$ cat config.mk
export PLATFORM = sky130hd
export DESIGN_NAME = k_way_heap_merge
export DESIGN_NICKNAME = d
export VERILOG_FILES = /design/src/hw/rtl/kwhm_pkg.sv /design/src/hw/rtl/kwhm_ram.sv /design/src/hw/rtl/kwhm_datapath.sv /design/src/hw/rtl/kwhm_ctrl.sv /design/src/hw/rtl/k_way_heap_merge.sv
export SDC_FILE = /design/constraint.sdc
export NUM_CORES = 1
export LEC_CHECK = 0
export ABC_CLOCK_PERIOD_IN_PS = 6300
export BUFFER_PORTS_ARGS = -buffer_cell sky130_fd_sc_hd__buf_2
export CELL_PAD_IN_SITES_DETAIL_PLACEMENT = 1
export CELL_PAD_IN_SITES_GLOBAL_PLACEMENT = 2
export CORE_AREA = 2 2 309 280
export DETAILED_ROUTE_END_ITERATION = 10
export DIE_AREA = 0 0 311 282
export GPL_ROUTABILITY_DRIVEN = 1
export PLACE_DENSITY_LB_ADDON = 0.1
export SLEW_MARGIN = 20
export SYNTH_ARGS = -nofsm -noshare
export SYNTH_HDL_FRONTEND = slang
export SYNTH_SLANG_ARGS = --single-unit
$ cat constraint.sdc
create_clock -name clk_i -period 6.3 [get_ports clk_i]
set_input_delay 0.945 -clock clk_i [delete_from_list [all_inputs] [get_ports clk_i]]
set_output_delay 0.945 -clock clk_i [all_outputs]
set_load 0.02 [all_outputs]
$ cat src/hw/rtl/kwhm_pkg.sv
// ----------------------------------------------------------------------------
// kwhm_pkg
// Shared types and constants of the k-way heap merge: controller states,
// datapath operation codes and the status group the datapath reports back.
// ----------------------------------------------------------------------------
`default_nettype none

package kwhm_pkg;

  // fixed field widths
  localparam int RUN_W = 4;  // run number
  localparam int CFG_W = 5;  // runs-in-use register and report counter

  // one operation per cycle, issued by the controller
  typedef enum logic [3:0] {
    OP_NONE,
    OP_LOAD,
    OP_PUSH_INIT,
    OP_SU_RD,
    OP_SU_CMP,
    OP_RPT,
    OP_FIN,
    OP_POP_RD,
    OP_POP_LD,
    OP_SD_RD,
    OP_SD_CMP
  } dp_op_e;

  // controller states
  typedef enum logic [3:0] {
    ST_IDLE,
    ST_PUSH,
    ST_SU_RD,
    ST_SU_CMP,
    ST_RPT,
    ST_FIN,
    ST_POP_RD,
    ST_POP_LD,
    ST_SD_RD,
    ST_SD_CMP
  } ctrl_state_e;

  // datapath flags seen by the controller
  typedef struct packed {
    logic push_ok;     // element present and heap not full
    logic idx_zero;    // hole has reached the root
    logic up_less;     // carried entry orders before its parent
    logic rpt_last;    // this report completes the fill phase (or merge phase)
    logic heap_empty;  // nothing left to pop
    logic last_pop;    // pop leaves the heap empty
    logic sd_stay;     // carried entry stays at the hole
    logic out_free;    // output slot can take a result this cycle
    logic done;        // finished result already produced
  } dp_status_t;

endpackage

`default_nettype wire

$ cat src/hw/rtl/kwhm_ram.sv
// ----------------------------------------------------------------------------
// kwhm_ram
// Generic RAM: one write port, two read ports, registered read data.
// ----------------------------------------------------------------------------
`default_nettype none

module kwhm_ram #(
  parameter int WIDTH = 36,
  parameter int DEPTH = 16
) (
  input  wire logic                     clk_i,
  input  wire logic                     we_i,
  input  wire logic [$clog2(DEPTH)-1:0] waddr_i,
  input  wire logic [WIDTH-1:0]         wdata_i,
  input  wire logic [$clog2(DEPTH)-1:0] raddr_a_i,
  input  wire logic [$clog2(DEPTH)-1:0] raddr_b_i,
  output logic      [WIDTH-1:0]         rdata_a_o,
  output logic      [WIDTH-1:0]         rdata_b_o
);

  logic [WIDTH-1:0] mem_q [DEPTH];

  // write port
  always_ff @(posedge clk_i) begin
    if (we_i) begin
      mem_q[waddr_i] <= wdata_i;
    end
  end

  // registered read ports
  always_ff @(posedge clk_i) begin
    rdata_a_o <= mem_q[raddr_a_i];
    rdata_b_o <= mem_q[raddr_b_i];
  end

endmodule

`default_nettype wire

$ cat src/hw/rtl/kwhm_datapath.sv
// ----------------------------------------------------------------------------
// kwhm_datapath
// Heap storage, carried entry, hole index, counters and the output register.
// Executes one controller operation per cycle and reports status flags.
// ----------------------------------------------------------------------------
`default_nettype none

module kwhm_datapath #(
  parameter int MAX_RUNS   = 16,
  parameter int VALUE_BITS = 32
) (
  input  wire logic                         clk_i,
  input  wire logic                         rst_ni,
  input  wire logic                         cfg_we_i,
  input  wire logic [kwhm_pkg::CFG_W-1:0]   cfg_wdata_i,
  input  wire logic [kwhm_pkg::RUN_W-1:0]   run_index_i,
  input  wire logic signed [VALUE_BITS-1:0] run_value_i,
  input  wire logic                         run_exhausted_i,
  input  wire logic                         out_stall_i,
  output logic                              out_valid_o,
  output logic signed [VALUE_BITS-1:0]      merged_value_o,
  output logic [kwhm_pkg::RUN_W-1:0]        source_run_o,
  output logic                              finished_o,
  input  wire kwhm_pkg::dp_op_e             op_i,
  output kwhm_pkg::dp_status_t              status_o
);

  import kwhm_pkg::*;

  localparam int IW = $clog2(MAX_RUNS);
  localparam int SW = $clog2(MAX_RUNS + 1);
  localparam int CW = IW + 2;
  localparam int EW = VALUE_BITS + RUN_W;
  localparam int NeedCapInt = (MAX_RUNS < (1 << CFG_W) - 1) ? MAX_RUNS : (1 << CFG_W) - 1;
  localparam logic [CFG_W-1:0] NeedCap = CFG_W'(NeedCapInt);

  // order by signed value, then by run number
  function automatic logic entry_lt(input logic [VALUE_BITS-1:0] av,
                                    input logic [RUN_W-1:0]      ar,
                                    input logic [VALUE_BITS-1:0] bv,
                                    input logic [RUN_W-1:0]      br);
    return ($signed(av) < $signed(bv)) || ((av == bv) && (ar < br));
  endfunction

  // control registers
  logic [CFG_W-1:0] cfg_q, cfg_d;
  logic [SW-1:0]    size_q, size_d;
  logic [CFG_W-1:0] rpt_q, rpt_d;
  logic             done_q, done_d;
  logic             out_valid_q, out_valid_d;

  // payload registers
  logic [IW-1:0]         idx_q, idx_d;
  logic [VALUE_BITS-1:0] cur_val_q, cur_val_d;
  logic [RUN_W-1:0]      cur_run_q, cur_run_d;
  logic                  exh_q, exh_d;
  logic [VALUE_BITS-1:0] out_val_q, out_val_d;
  logic [RUN_W-1:0]      out_run_q, out_run_d;
  logic                  out_fin_q, out_fin_d;

  // heap memory ports
  logic          we;
  logic [IW-1:0] waddr, raddr_a, raddr_b;
  logic [EW-1:0] wdata, rd_a, rd_b;

  logic [CFG_W-1:0]      need;
  logic [IW-1:0]         par_idx;
  logic [CW-1:0]         child_l, child_r, size_ext;
  logic                  l_ok, r_ok, pick_l, pick_r;
  logic [VALUE_BITS-1:0] a_val, b_val, best_val;
  logic [RUN_W-1:0]      a_run, b_run, best_run;

  kwhm_ram #(
    .WIDTH (EW),
    .DEPTH (MAX_RUNS)
  ) u_heap_ram (
    .clk_i     (clk_i),
    .we_i      (we),
    .waddr_i   (waddr),
    .wdata_i   (wdata),
    .raddr_a_i (raddr_a),
    .raddr_b_i (raddr_b),
    .rdata_a_o (rd_a),
    .rdata_b_o (rd_b)
  );

  // effective run count, clamped to 1..max
  always_comb begin
    if (cfg_q == '0) begin
      need = CFG_W'(1);
    end else if (cfg_q > NeedCap) begin
      need = NeedCap;
    end else begin
      need = cfg_q;
    end
  end

  // heap index arithmetic
  assign par_idx  = (idx_q - IW'(1)) >> 1;
  assign child_l  = {1'b0, idx_q, 1'b1};
  assign child_r  = child_l + CW'(1);
  assign size_ext = CW'(size_q);
  assign l_ok     = child_l < size_ext;
  assign r_ok     = child_r < size_ext;

  // sift-down child selection
  assign a_val    = rd_a[EW-1:RUN_W];
  assign a_run    = rd_a[RUN_W-1:0];
  assign b_val    = rd_b[EW-1:RUN_W];
  assign b_run    = rd_b[RUN_W-1:0];
  assign pick_l   = l_ok && entry_lt(a_val, a_run, cur_val_q, cur_run_q);
  assign best_val = pick_l ? a_val : cur_val_q;
  assign best_run = pick_l ? a_run : cur_run_q;
  assign pick_r   = r_ok && entry_lt(b_val, b_run, best_val, best_run);

  // status back to the controller
  always_comb begin
    status_o.push_ok    = !exh_q && (size_q != SW'(MAX_RUNS));
    status_o.idx_zero   = idx_q == '0;
    status_o.up_less    = entry_lt(cur_val_q, cur_run_q, a_val, a_run);
    status_o.rpt_last   = ((CFG_W + 1)'(rpt_q) + (CFG_W + 1)'(1)) >= (CFG_W + 1)'(need);
    status_o.heap_empty = size_q == '0;
    status_o.last_pop   = size_q == SW'(1);
    status_o.sd_stay    = !pick_l && !pick_r;
    status_o.out_free   = !out_valid_q || !out_stall_i;
    status_o.done       = done_q;
  end

  // operation decode
  always_comb begin
    cfg_d       = cfg_q;
    size_d      = size_q;
    rpt_d       = rpt_q;
    done_d      = done_q;
    out_valid_d = out_valid_q;
    idx_d       = idx_q;
    cur_val_d   = cur_val_q;
    cur_run_d   = cur_run_q;
    exh_d       = exh_q;
    out_val_d   = out_val_q;
    out_run_d   = out_run_q;
    out_fin_d   = out_fin_q;
    we          = 1'b0;
    waddr       = idx_q;
    wdata       = {cur_val_q, cur_run_q};
    raddr_a     = par_idx;
    raddr_b     = IW'(child_r);

    if (cfg_we_i) begin
      cfg_d = cfg_wdata_i;
    end
    // output transfer frees the slot
    if (out_valid_q && !out_stall_i) begin
      out_valid_d = 1'b0;
    end

    unique case (op_i)
      OP_LOAD: begin
        cur_val_d = run_value_i;
        cur_run_d = run_index_i;
        exh_d     = run_exhausted_i;
      end
      OP_PUSH_INIT: begin
        idx_d  = IW'(size_q);
        size_d = size_q + SW'(1);
      end
      OP_SU_RD: begin
        raddr_a = par_idx;
        we      = status_o.idx_zero;
      end
      OP_SU_CMP: begin
        we = 1'b1;
        if (status_o.up_less) begin
          wdata = rd_a;
          idx_d = par_idx;
        end
      end
      OP_RPT: begin
        if (rpt_q < need) begin
          rpt_d = rpt_q + CFG_W'(1);
        end
      end
      OP_FIN: begin
        out_valid_d = 1'b1;
        out_val_d   = '0;
        out_run_d   = '0;
        out_fin_d   = 1'b1;
        done_d      = 1'b1;
      end
      OP_POP_RD: begin
        raddr_a = '0;
        raddr_b = IW'(size_q - SW'(1));
      end
      OP_POP_LD: begin
        out_valid_d = 1'b1;
        out_val_d   = a_val;
        out_run_d   = a_run;
        out_fin_d   = 1'b0;
        cur_val_d   = b_val;
        cur_run_d   = b_run;
        size_d      = size_q - SW'(1);
        idx_d       = '0;
      end
      OP_SD_RD: begin
        raddr_a = IW'(child_l);
        raddr_b = IW'(child_r);
      end
      OP_SD_CMP: begin
        we = 1'b1;
        if (pick_r) begin
          wdata = rd_b;
          idx_d = IW'(child_r);
        end else if (pick_l) begin
          wdata = rd_a;
          idx_d = IW'(child_l);
        end
      end
      default: begin
      end
    endcase
  end

  // control state
  always_ff @(posedge clk_i or negedge rst_ni) begin
    if (!rst_ni) begin
      cfg_q       <= CFG_W'(1);
      size_q      <= '0;
      rpt_q       <= '0;
      done_q      <= 1'b0;
      out_valid_q <= 1'b0;
    end else begin
      cfg_q       <= cfg_d;
      size_q      <= size_d;
      rpt_q       <= rpt_d;
      done_q      <= done_d;
      out_valid_q <= out_valid_d;
    end
  end

  // payload
  always_ff @(posedge clk_i) begin
    idx_q     <= idx_d;
    cur_val_q <= cur_val_d;
    cur_run_q <= cur_run_d;
    exh_q     <= exh_d;
    out_val_q <= out_val_d;
    out_run_q <= out_run_d;
    out_fin_q <= out_fin_d;
  end

  assign out_valid_o    = out_valid_q;
  assign merged_value_o = out_val_q;
  assign source_run_o   = out_run_q;
  assign finished_o     = out_fin_q;

endmodule

`default_nettype wire

$ cat src/hw/rtl/kwhm_ctrl.sv
// ----------------------------------------------------------------------------
// kwhm_ctrl
// Sequencer of the heap merge: takes one item, pushes a present one (sift-up),
// counts the report; after the fill, pops the root (sift-down) or finishes.
// ----------------------------------------------------------------------------
`default_nettype none

module kwhm_ctrl (
  input  wire logic                 clk_i,
  input  wire logic                 rst_ni,
  input  wire logic                 in_valid_i,
  output logic                      in_stall_o,
  input  wire kwhm_pkg::dp_status_t status_i,
  output kwhm_pkg::dp_op_e          op_o
);

  import kwhm_pkg::*;

  ctrl_state_e state_q, state_d;
  logic        in_xfer;

  assign in_stall_o = state_q != ST_IDLE;
  assign in_xfer    = in_valid_i && !in_stall_o;

  // next state
  always_comb begin
    state_d = state_q;
    unique case (state_q)
      ST_IDLE: begin
        if (in_xfer && !status_i.done) begin
          state_d = ST_PUSH;
        end
      end
      ST_PUSH: begin
        state_d = status_i.push_ok ? ST_SU_RD : ST_RPT;
      end
      ST_SU_RD: begin
        state_d = status_i.idx_zero ? ST_RPT : ST_SU_CMP;
      end
      ST_SU_CMP: begin
        state_d = status_i.up_less ? ST_SU_RD : ST_RPT;
      end
      ST_RPT: begin
        if (!status_i.rpt_last) begin
          state_d = ST_IDLE;
        end else if (status_i.heap_empty) begin
          state_d = ST_FIN;
        end else begin
          state_d = ST_POP_RD;
        end
      end
      ST_FIN: begin
        if (status_i.out_free) begin
          state_d = ST_IDLE;
        end
      end
      ST_POP_RD: begin
        if (status_i.out_free) begin
          state_d = ST_POP_LD;
        end
      end
      ST_POP_LD: begin
        state_d = status_i.last_pop ? ST_IDLE : ST_SD_RD;
      end
      ST_SD_RD: begin
        state_d = ST_SD_CMP;
      end
      ST_SD_CMP: begin
        state_d = status_i.sd_stay ? ST_IDLE : ST_SD_RD;
      end
      default: begin
        state_d = ST_IDLE;
      end
    endcase
  end

  // operation issued to the datapath
  always_comb begin
    op_o = OP_NONE;
    unique case (state_q)
      ST_IDLE: begin
        if (in_xfer && !status_i.done) begin
          op_o = OP_LOAD;
        end
      end
      ST_PUSH: begin
        if (status_i.push_ok) begin
          op_o = OP_PUSH_INIT;
        end
      end
      ST_SU_RD:  op_o = OP_SU_RD;
      ST_SU_CMP: op_o = OP_SU_CMP;
      ST_RPT:    op_o = OP_RPT;
      ST_FIN: begin
        if (status_i.out_free) begin
          op_o = OP_FIN;
        end
      end
      ST_POP_RD: op_o = OP_POP_RD;
      ST_POP_LD: op_o = OP_POP_LD;
      ST_SD_RD:  op_o = OP_SD_RD;
      ST_SD_CMP: op_o = OP_SD_CMP;
      default:   op_o = OP_NONE;
    endcase
  end

  // state register
  always_ff @(posedge clk_i or negedge rst_ni) begin
    if (!rst_ni) begin
      state_q <= ST_IDLE;
    end else begin
      state_q <= state_d;
    end
  end

endmodule

`default_nettype wire

$ cat src/hw/rtl/k_way_heap_merge.sv
// ----------------------------------------------------------------------------
// k_way_heap_merge
// Merges up to MAX_RUNS sorted runs into one ascending stream with a min-heap.
// ----------------------------------------------------------------------------
// Write the number of runs to cfg_wdata_i, then send one head report per run
// (its first element, or run_exhausted_i set for an empty run). After the last
// report, and after each later item, the smallest (value, run) pair goes out;
// equal values leave lowest run first. Each later item refills or exhausts the
// run given in source_run_o. When the heap runs dry one result with
// finished_o set is sent and further items are taken and dropped until reset.
// Items are handled one at a time. Each item is taken, set up for its push
// and its report counted; its sift-up reads and compares against each parent
// until it stops or reaches the root. When it produces an element, the root
// and last entry are read and the result loaded, then the sift-down reads and
// compares the children of each level while entries remain; the finished
// result is loaded alone. A stalled output holds the item until the previous
// result has left. Each compare waits on the registered read of the single
// heap RAM.
`default_nettype none

module k_way_heap_merge #(
  parameter int MAX_RUNS   = 16,
  parameter int VALUE_BITS = 32
) (
  input  wire logic                         clk_i,
  input  wire logic                         rst_ni,
  // configuration
  input  wire logic                         cfg_we_i,
  input  wire logic [4:0]                   cfg_wdata_i,
  // input channel
  input  wire logic                         in_valid_i,
  output logic                              in_stall_o,
  input  wire logic [3:0]                   run_index_i,
  input  wire logic signed [VALUE_BITS-1:0] run_value_i,
  input  wire logic                         run_exhausted_i,
  // output channel
  output logic                              out_valid_o,
  input  wire logic                         out_stall_i,
  output logic signed [VALUE_BITS-1:0]      merged_value_o,
  output logic [3:0]                        source_run_o,
  output logic                              finished_o
);

  import kwhm_pkg::*;

  dp_op_e     dp_op;
  dp_status_t dp_status;

  kwhm_ctrl u_ctrl (
    .clk_i      (clk_i),
    .rst_ni     (rst_ni),
    .in_valid_i (in_valid_i),
    .in_stall_o (in_stall_o),
    .status_i   (dp_status),
    .op_o       (dp_op)
  );

  kwhm_datapath #(
    .MAX_RUNS   (MAX_RUNS),
    .VALUE_BITS (VALUE_BITS)
  ) u_datapath (
    .clk_i           (clk_i),
    .rst_ni          (rst_ni),
    .cfg_we_i        (cfg_we_i),
    .cfg_wdata_i     (cfg_wdata_i),
    .run_index_i     (run_index_i),
    .run_value_i     (run_value_i),
    .run_exhausted_i (run_exhausted_i),
    .out_stall_i     (out_stall_i),
    .out_valid_o     (out_valid_o),
    .merged_value_o  (merged_value_o),
    .source_run_o    (source_run_o),
    .finished_o      (finished_o),
    .op_i            (dp_op),
    .status_o        (dp_status)
  );

  // an item is captured only on an input transfer
  a_load_on_xfer: assert property (@(posedge clk_i) disable iff (!rst_ni)
    (dp_op == OP_LOAD) |-> (in_valid_i && !in_stall_o))
    else $error("item captured without input transfer");

  // a popped element never overwrites a pending result
  a_pop_slot_free: assert property (@(posedge clk_i) disable iff (!rst_ni)
    (dp_op == OP_POP_LD) |-> !out_valid_o)
    else $error("pop loads an occupied output slot");

  // the finished result never overwrites a pending result
  a_fin_slot_free: assert property (@(posedge clk_i) disable iff (!rst_ni)
    (dp_op == OP_FIN) |-> dp_status.out_free)
    else $error("finish loads an occupied output slot");

  // nothing is produced once the merge has finished and drained
  a_quiet_after_done: assert property (@(posedge clk_i) disable iff (!rst_ni)
    (dp_status.done && !out_valid_o) |=> !out_valid_o)
    else $error("result produced after finish");

endmodule

`default_nettype wire
# After elaboration in Yosys (flattened, before gate mapping)
# Memories as Yosys holds them, arrays and structs flattened. A register that Yosys moved wholly into a read port is not among the register bits.
# Cells that the tools add are included.
dict set report op_classes {
  add_sub_neg 6
  magnitude_cmp 11
  n_eq_ne 29
  mux 40
  reduce_logical 36
}
# operator count
set ops {}
lappend ops {{32-bit one-hot mux with 2 select lines} 2}
lappend ops {{36-bit two-way mux} 3}
lappend ops {{32-bit == test} 3}
lappend ops {{32-bit less-than comparator} 3}
lappend ops {{4-bit one-hot mux with 10 select lines} 2}
lappend ops {{36-bit one-hot mux with 2 select lines} 1}
lappend ops {{4-bit two-way mux} 11}
lappend ops {{4-bit by 3-bit == test with 1-bit output (second input constant)} 8}
lappend ops {{32-bit two-way mux} 1}
lappend ops {{4-bit one-hot mux with 2 select lines} 3}
lappend ops {{4-bit == test (second input constant)} 5}
lappend ops {{4-bit by 2-bit == test with 1-bit output (second input constant)} 4}
lappend ops {{4-bit one-hot mux with 4 select lines} 1}
lappend ops {{5-bit by 1-bit adder with 6-bit output (second input constant)} 2}
lappend ops {{4-bit less-than comparator} 3}
lappend ops {{3-bit two-way mux} 4}
lappend ops {{5-bit by 1-bit adder with 5-bit output (second input constant)} 2}
lappend ops {{1-bit logical AND} 10}
lappend ops {{5-bit logical NOT} 2}
lappend ops {{5-bit less-than comparator} 2}
lappend ops {{5-bit two-way mux} 2}
lappend ops {{5-bit one-hot mux with 2 select lines} 1}
lappend ops {{4-bit by 1-bit == test with 1-bit output (second input constant)} 2}
lappend ops {{4-bit logical NOT} 2}
lappend ops {{20 further kinds} 43}
dict set report totals {
  register_bits 99
  mem_bits_rw 576
  input_bits 47
  out_inout_bits 39
  elab_cells 136
  mem_count 1
}
# name depth width read_ports rd_ports_with_merged_regs wr line
set mem_list {}
lappend mem_list {u_datapath.u_heap_ram.mem_q 16 36 2 2 1 kwhm_ram.sv:21} ;# logic [WIDTH-1:0] mem_q [DEPTH];

# Depth between registers and ports, before layout
dict set report logic_depth {
  word_depth 13
  depth_mapped 26
  ltp_nobuf 21
}

# Cells and area by module
# A second synthesis with hierarchy kept.
dict set report hier_totals {
  hier_cells 2352
  hier_area_um2 36304.8
}
# module n_inst cells_each area_each_um2 seq_area_each_um2
set by_module_without_submodules {}
lappend by_module_without_submodules {kwhm_ram 1 1277 27232.4 18738.0}
lappend by_module_without_submodules {kwhm_datapath 1 1020 8660.8 2768.9}
lappend by_module_without_submodules {kwhm_ctrl 1 55 411.6 100.1}

# Least setup slack after synthesis
# OpenSTA, ideal clock, no wires.
dict set report synth_path {
  path_type {flip-flop to flip-flop}
  startpoint {register u_datapath.cur_val_q[31]}
  endpoint {memory u_datapath.u_heap_ram.mem_q[0][0], data pin}
  setup_time_ps 330
  arrival_ps 5562
  required_ps 5970
  slack_ps 408
  path_stages_with_launch 25
  path_buffers 4
  synth_period_minus_slack_ps 5892
  cell_sequence {edfxtp_1 inv_1 ha_1 buf_4 nand4_1 or4_4 or3_1 o21ai_0 nor3_1 xnor2_1 o21ai_0 buf_2 buf_2 mux2i_1 ha_1 a21o_1 a211o_1 a21oi_1 o21ai_0 a31o_2 mux2i_1 a21oi_2 buf_6 mux2_2 o21ai_0}
}
dict set report synth_via {
  elab_chain_len 11
  elab_cells_between_ends 21
  cone_classes {order compare (4); eq/ne (3); mux (6); reduce/logical (8)}
}
# element line
set synth_lines {}
lappend synth_lines {{from (decl)} kwhm_datapath.sv:54} ;# logic [VALUE_BITS-1:0] cur_val_q, cur_val_d;
lappend synth_lines {{from (signal assigned)} kwhm_datapath.sv:243} ;# cur_val_q <= cur_val_d;
lappend synth_lines {{branches (longest 10 deep; another with 32-bit less-than comparator)} n/a}
lappend synth_lines {{36-bit one-hot mux with 2 select lines (*)} kwhm_datapath.sv:157} ;# unique case (op_i)
lappend synth_lines {{net u_datapath.u_heap_ram.wdata_i[0]} kwhm_ram.sv:14} ;# input wire logic [WIDTH-1:0] wdata_i,
lappend synth_lines {{to (decl)} kwhm_ram.sv:21}
# Mark *: on every way through the listed nets, which the timed path passes.

# Worst setup path after layout
dict set report layout_path {
  startpoint {register u_datapath.cur_val_q[27]}
  endpoint {memory u_datapath.u_heap_ram.mem_q[13][23], data pin}
}
# The elaborated chain is that of the path after synthesis.

==> impl_metrics.tcl <==
set metrics [dict create \
    status "complete, no violations" \
    finalSetupViolations 0 \
    finalNonFillerCells 3637 \
    num-nets-final 2580 \
    via_count 22700 \
    num_io_pins 86 \
    end_kind "register" \
    dp_hpwl_um 67000 \
    skew_ns 0.0252 \
    ctsHoldBuffers 0 \
    power_density_mw_per_mm2 583 \
    yosysMostFrequentCell "edfxtp_1" \
    syn_area_mm2 0.0361 \
    drc 0 \
    grt_remaining_overflow 0 \
    htreeDepth 3 \
    peakVddDrop_uv 676 \
    drtPass1Iterations 5 \
    grtUsageTotal 0.263 \
    timing.final.ws_setup_ns 0.175 \
    gp_congestion 0.796 \
    rsz0062_at_grt "true" \
    diodes 0 \
    async_reset_ff_frac 0.0281 \
    worst_pin_slew_ns 1.13 \
    post-route-util 0.499 \
    yosys-top-cells-area "edfxtp_1 (54%), mux4_2 (18%), dfxtp_1 (4.0%)" \
    die_x_um 311 \
    avgSynthCellArea_um2 15.6 \
    dieArea_mm2 0.0877 \
    core_mm2 0.0842 \
    seq_area_frac_synth 0.599 \
    maxCapViolCount 0 \
    p_leak_nw 14.6 \
    area_delta_synth_final_pct 16.4 \
    slew_viol_final 0 \
    cp-start-kind "register" \
    synth_area_leader_cell "edfxtp_1" \
    drive_gt1_frac 0.302 \
    rr_endpoint "u_datapath.u_heap_ram.mem_q[13][23]" \
    fin_tns_setup_ns 0 \
    fillers 7948 \
    synth_edf_count 654 \
    crit_fanout 31 \
    grt_max_degree 75 \
    wl_per_cell_um 32.1 \
    initialDrtViolationCount 2286 \
    relSlewSlack 0.249 \
    ff2ff_setup_slack_ns 0.17 \
    worstPathRequired_ns 6.67 \
    period_needed_ns 6.13 \
    synth_flop_cell "edfxtp_1" \
    grt_pass1_vias 24000 \
    clockBufferDepth 3 \
    ant_nets 0 \
    synth_cell_type_count 63 \
    holdWs_ns 0.280 \
    synth.top_cell.area_share 0.545 \
    worstSetupPathType "register to register" \
    place_ws_ns -0.321 \
    min_path_type "primary input to async pin" \
    die-height_um 282 \
    syn-num-nets 2454 \
    synth.top_cells.by_count "edfxtp_1 (654), mux4_2 (288), nand2_1 (245)" \
    grt_pass1_wl_um 168000 \
    dp.cells 3460 \
    ys_warn_count 0 \
    hold_violations 0 \
    numPortBuffers 85 \
    crit_arrival_ns 6.50 \
    netlist_instances 2309 \
    finalCritPeriodShare 0.972 \
    clkSlewWorstSetupHoldPaths_ns 0.06 \
    fmax_mhz 163 \
    root_buffer "clkbuf_16" \
    clock_latency_ns 0.65 \
    start_util 0.428 \
    num_rows 101 \
    wl_um 117000 \
    cts_tree "done" \
    antenna_found_initial 3 \
    avgViaCountPerCell 6.25 \
    clock-sinks 747 \
    numCtsBuffers 82 \
    ys_ff_latch 747 \
    reg2reg_depth 26 \
    reg2reg_from "u_datapath.cur_val_q[27]" \
]
repair_timing:
item,CTS,global route
gates resized for setup,41,64
cloned,0,7
setup buffers,2,15
pin swaps,1,14
endpoints found under the setup margin,584,584
per-stage QoR:
step	total power [mW]	instance area (um^2)
after floorplan	14.9	36100
after global placement	18.7	38400
after detailed placement	18.7	38400
after CTS	24.0	41300
after global routing	25.7	42000
final	24.5	42000
worst max-delay path by stage:
stage | startpoint | to | slack, ns | cells after the start
finish | u_datapath.cur_val_q[27] | u_datapath.u_heap_ram.mem_q[13][23] | 0.17 | 26
global route | u_datapath.cur_val_q[31] | u_datapath.u_heap_ram.mem_q[1][22] | -0.02 | 27
CTS | u_datapath.cur_val_q[31] | u_datapath.u_heap_ram.mem_q[4][18] | 0.03 | 25
detailed placement | u_datapath.u_heap_ram.rdata_a_o[34] | u_datapath.u_heap_ram.mem_q[4][23] | -0.32 | 23
global placement | u_datapath.u_heap_ram.rdata_a_o[34] | u_datapath.u_heap_ram.mem_q[5][16] | -0.1 | 23
floorplan | u_datapath.cur_val_q[31] | u_datapath.u_heap_ram.mem_q[0][0] | 0.41 | 24
layer usage:
metal,vias to the layer above,part of all wire,GRT usage
met5,-,0.00011,0
met4,2,0.021,0.0592
met3,157,0.060,0.0444
met2,816,0.47,0.429
met1,12300,0.45,0.372
li1,9480,-,-
report_power, final:
group | switching, mW | internal, mW
combinational | 6.87 | 5.55
sequential | 0.603 | 6.33
clock | 2.06 | 3.05
total | 9.54 | 14.9
cell usage in the layout, fill, tap and decap left out, drive strengths merged, types with 17 or more instances in the layout:
master	Yosys	layout
nor2	45	45
mux4	288	288
clkbuf	112	115
nand3	17	17
dfrtp	20	20
or2	37	37
nor2b	50	50
dfxtp	72	72
nand2	245	245
and2	72	72
a22o	34	34
clkinv	0	26
a21oi	70	70
edfxtp	654	654
buf	41	189
a31oi	40	40
o21ai	29	29
inv	52	55
nor3	21	21
a31o	35	40
a211oi	77	77
mux2i	74	74
ha	98	98
worst max-delay path, cell delays in order (launching register included):
cell      delay (ns)
edfxtp_1        0.40
inv_1           0.06
ha_1            0.32
nand4_1         0.14
or4_4           0.61
or3_4           0.36
o21ai_4         0.09
nor3_2          0.07
xnor2_1         0.15
buf_4           0.15
o21ai_4         0.19
buf_12          0.18
buf_4           0.19
buf_4           0.14
mux2i_4         0.24
ha_1            0.28
o21a_1          0.15
o211ai_1        0.25
a311oi_2        0.15
nor3_2          0.26
buf_4           0.17
mux2i_4         0.25
a21oi_4         0.11
buf_4           0.15
buf_12          0.16
or2_2           0.30
a31o_4          0.31
cell families after synthesis:
family	Yosys count	synth area share
adder cells (fa/ha/maj)	98	0.0340
flip-flops	747	0.599
multiplexers	369	0.203
AO/OA/AOI/OAI	333	0.0643
AND/OR/NAND/NOR	538	0.0726
XOR/XNOR	19	0.00461
buffers and inverters	205	0.0227
cell type report:
type | instances | area (um^2) | area share
sequential | 747 | 21600 | 0.515
clock buffer | 114 | 2410 | 0.0573
multi-input combinational | 1362 | 14400 | 0.343
tap | 1133 | 1420 | 0.0338
inverter | 52 | 195 | 0.00465
clock inverter | 39 | 478 | 0.0114
timing repair buffer | 190 | 1460 | 0.0348
registers in the layout, summed over array words and instances, names as in the netlist:
register                         flops
u_datapath.cur_val_q                32
u_datapath.size_q                    5
u_datapath.finished_o                1
u_datapath.rpt_q                     5
u_datapath.exh_q                     1
u_datapath.u_heap_ram.rdata_a_o     36
u_datapath.merged_value_o           32
u_datapath.out_valid_o               1
u_datapath.idx_q                     4
u_datapath.u_heap_ram.mem_q        576
u_datapath.cfg_q                     5
u_datapath.cur_run_q                 4
u_ctrl.state_q                       4
u_datapath.source_run_o              4
u_datapath.u_heap_ram.rdata_b_o     36
u_datapath.done_q                    1
No activity file was read; power rests on OpenSTA's default activity.
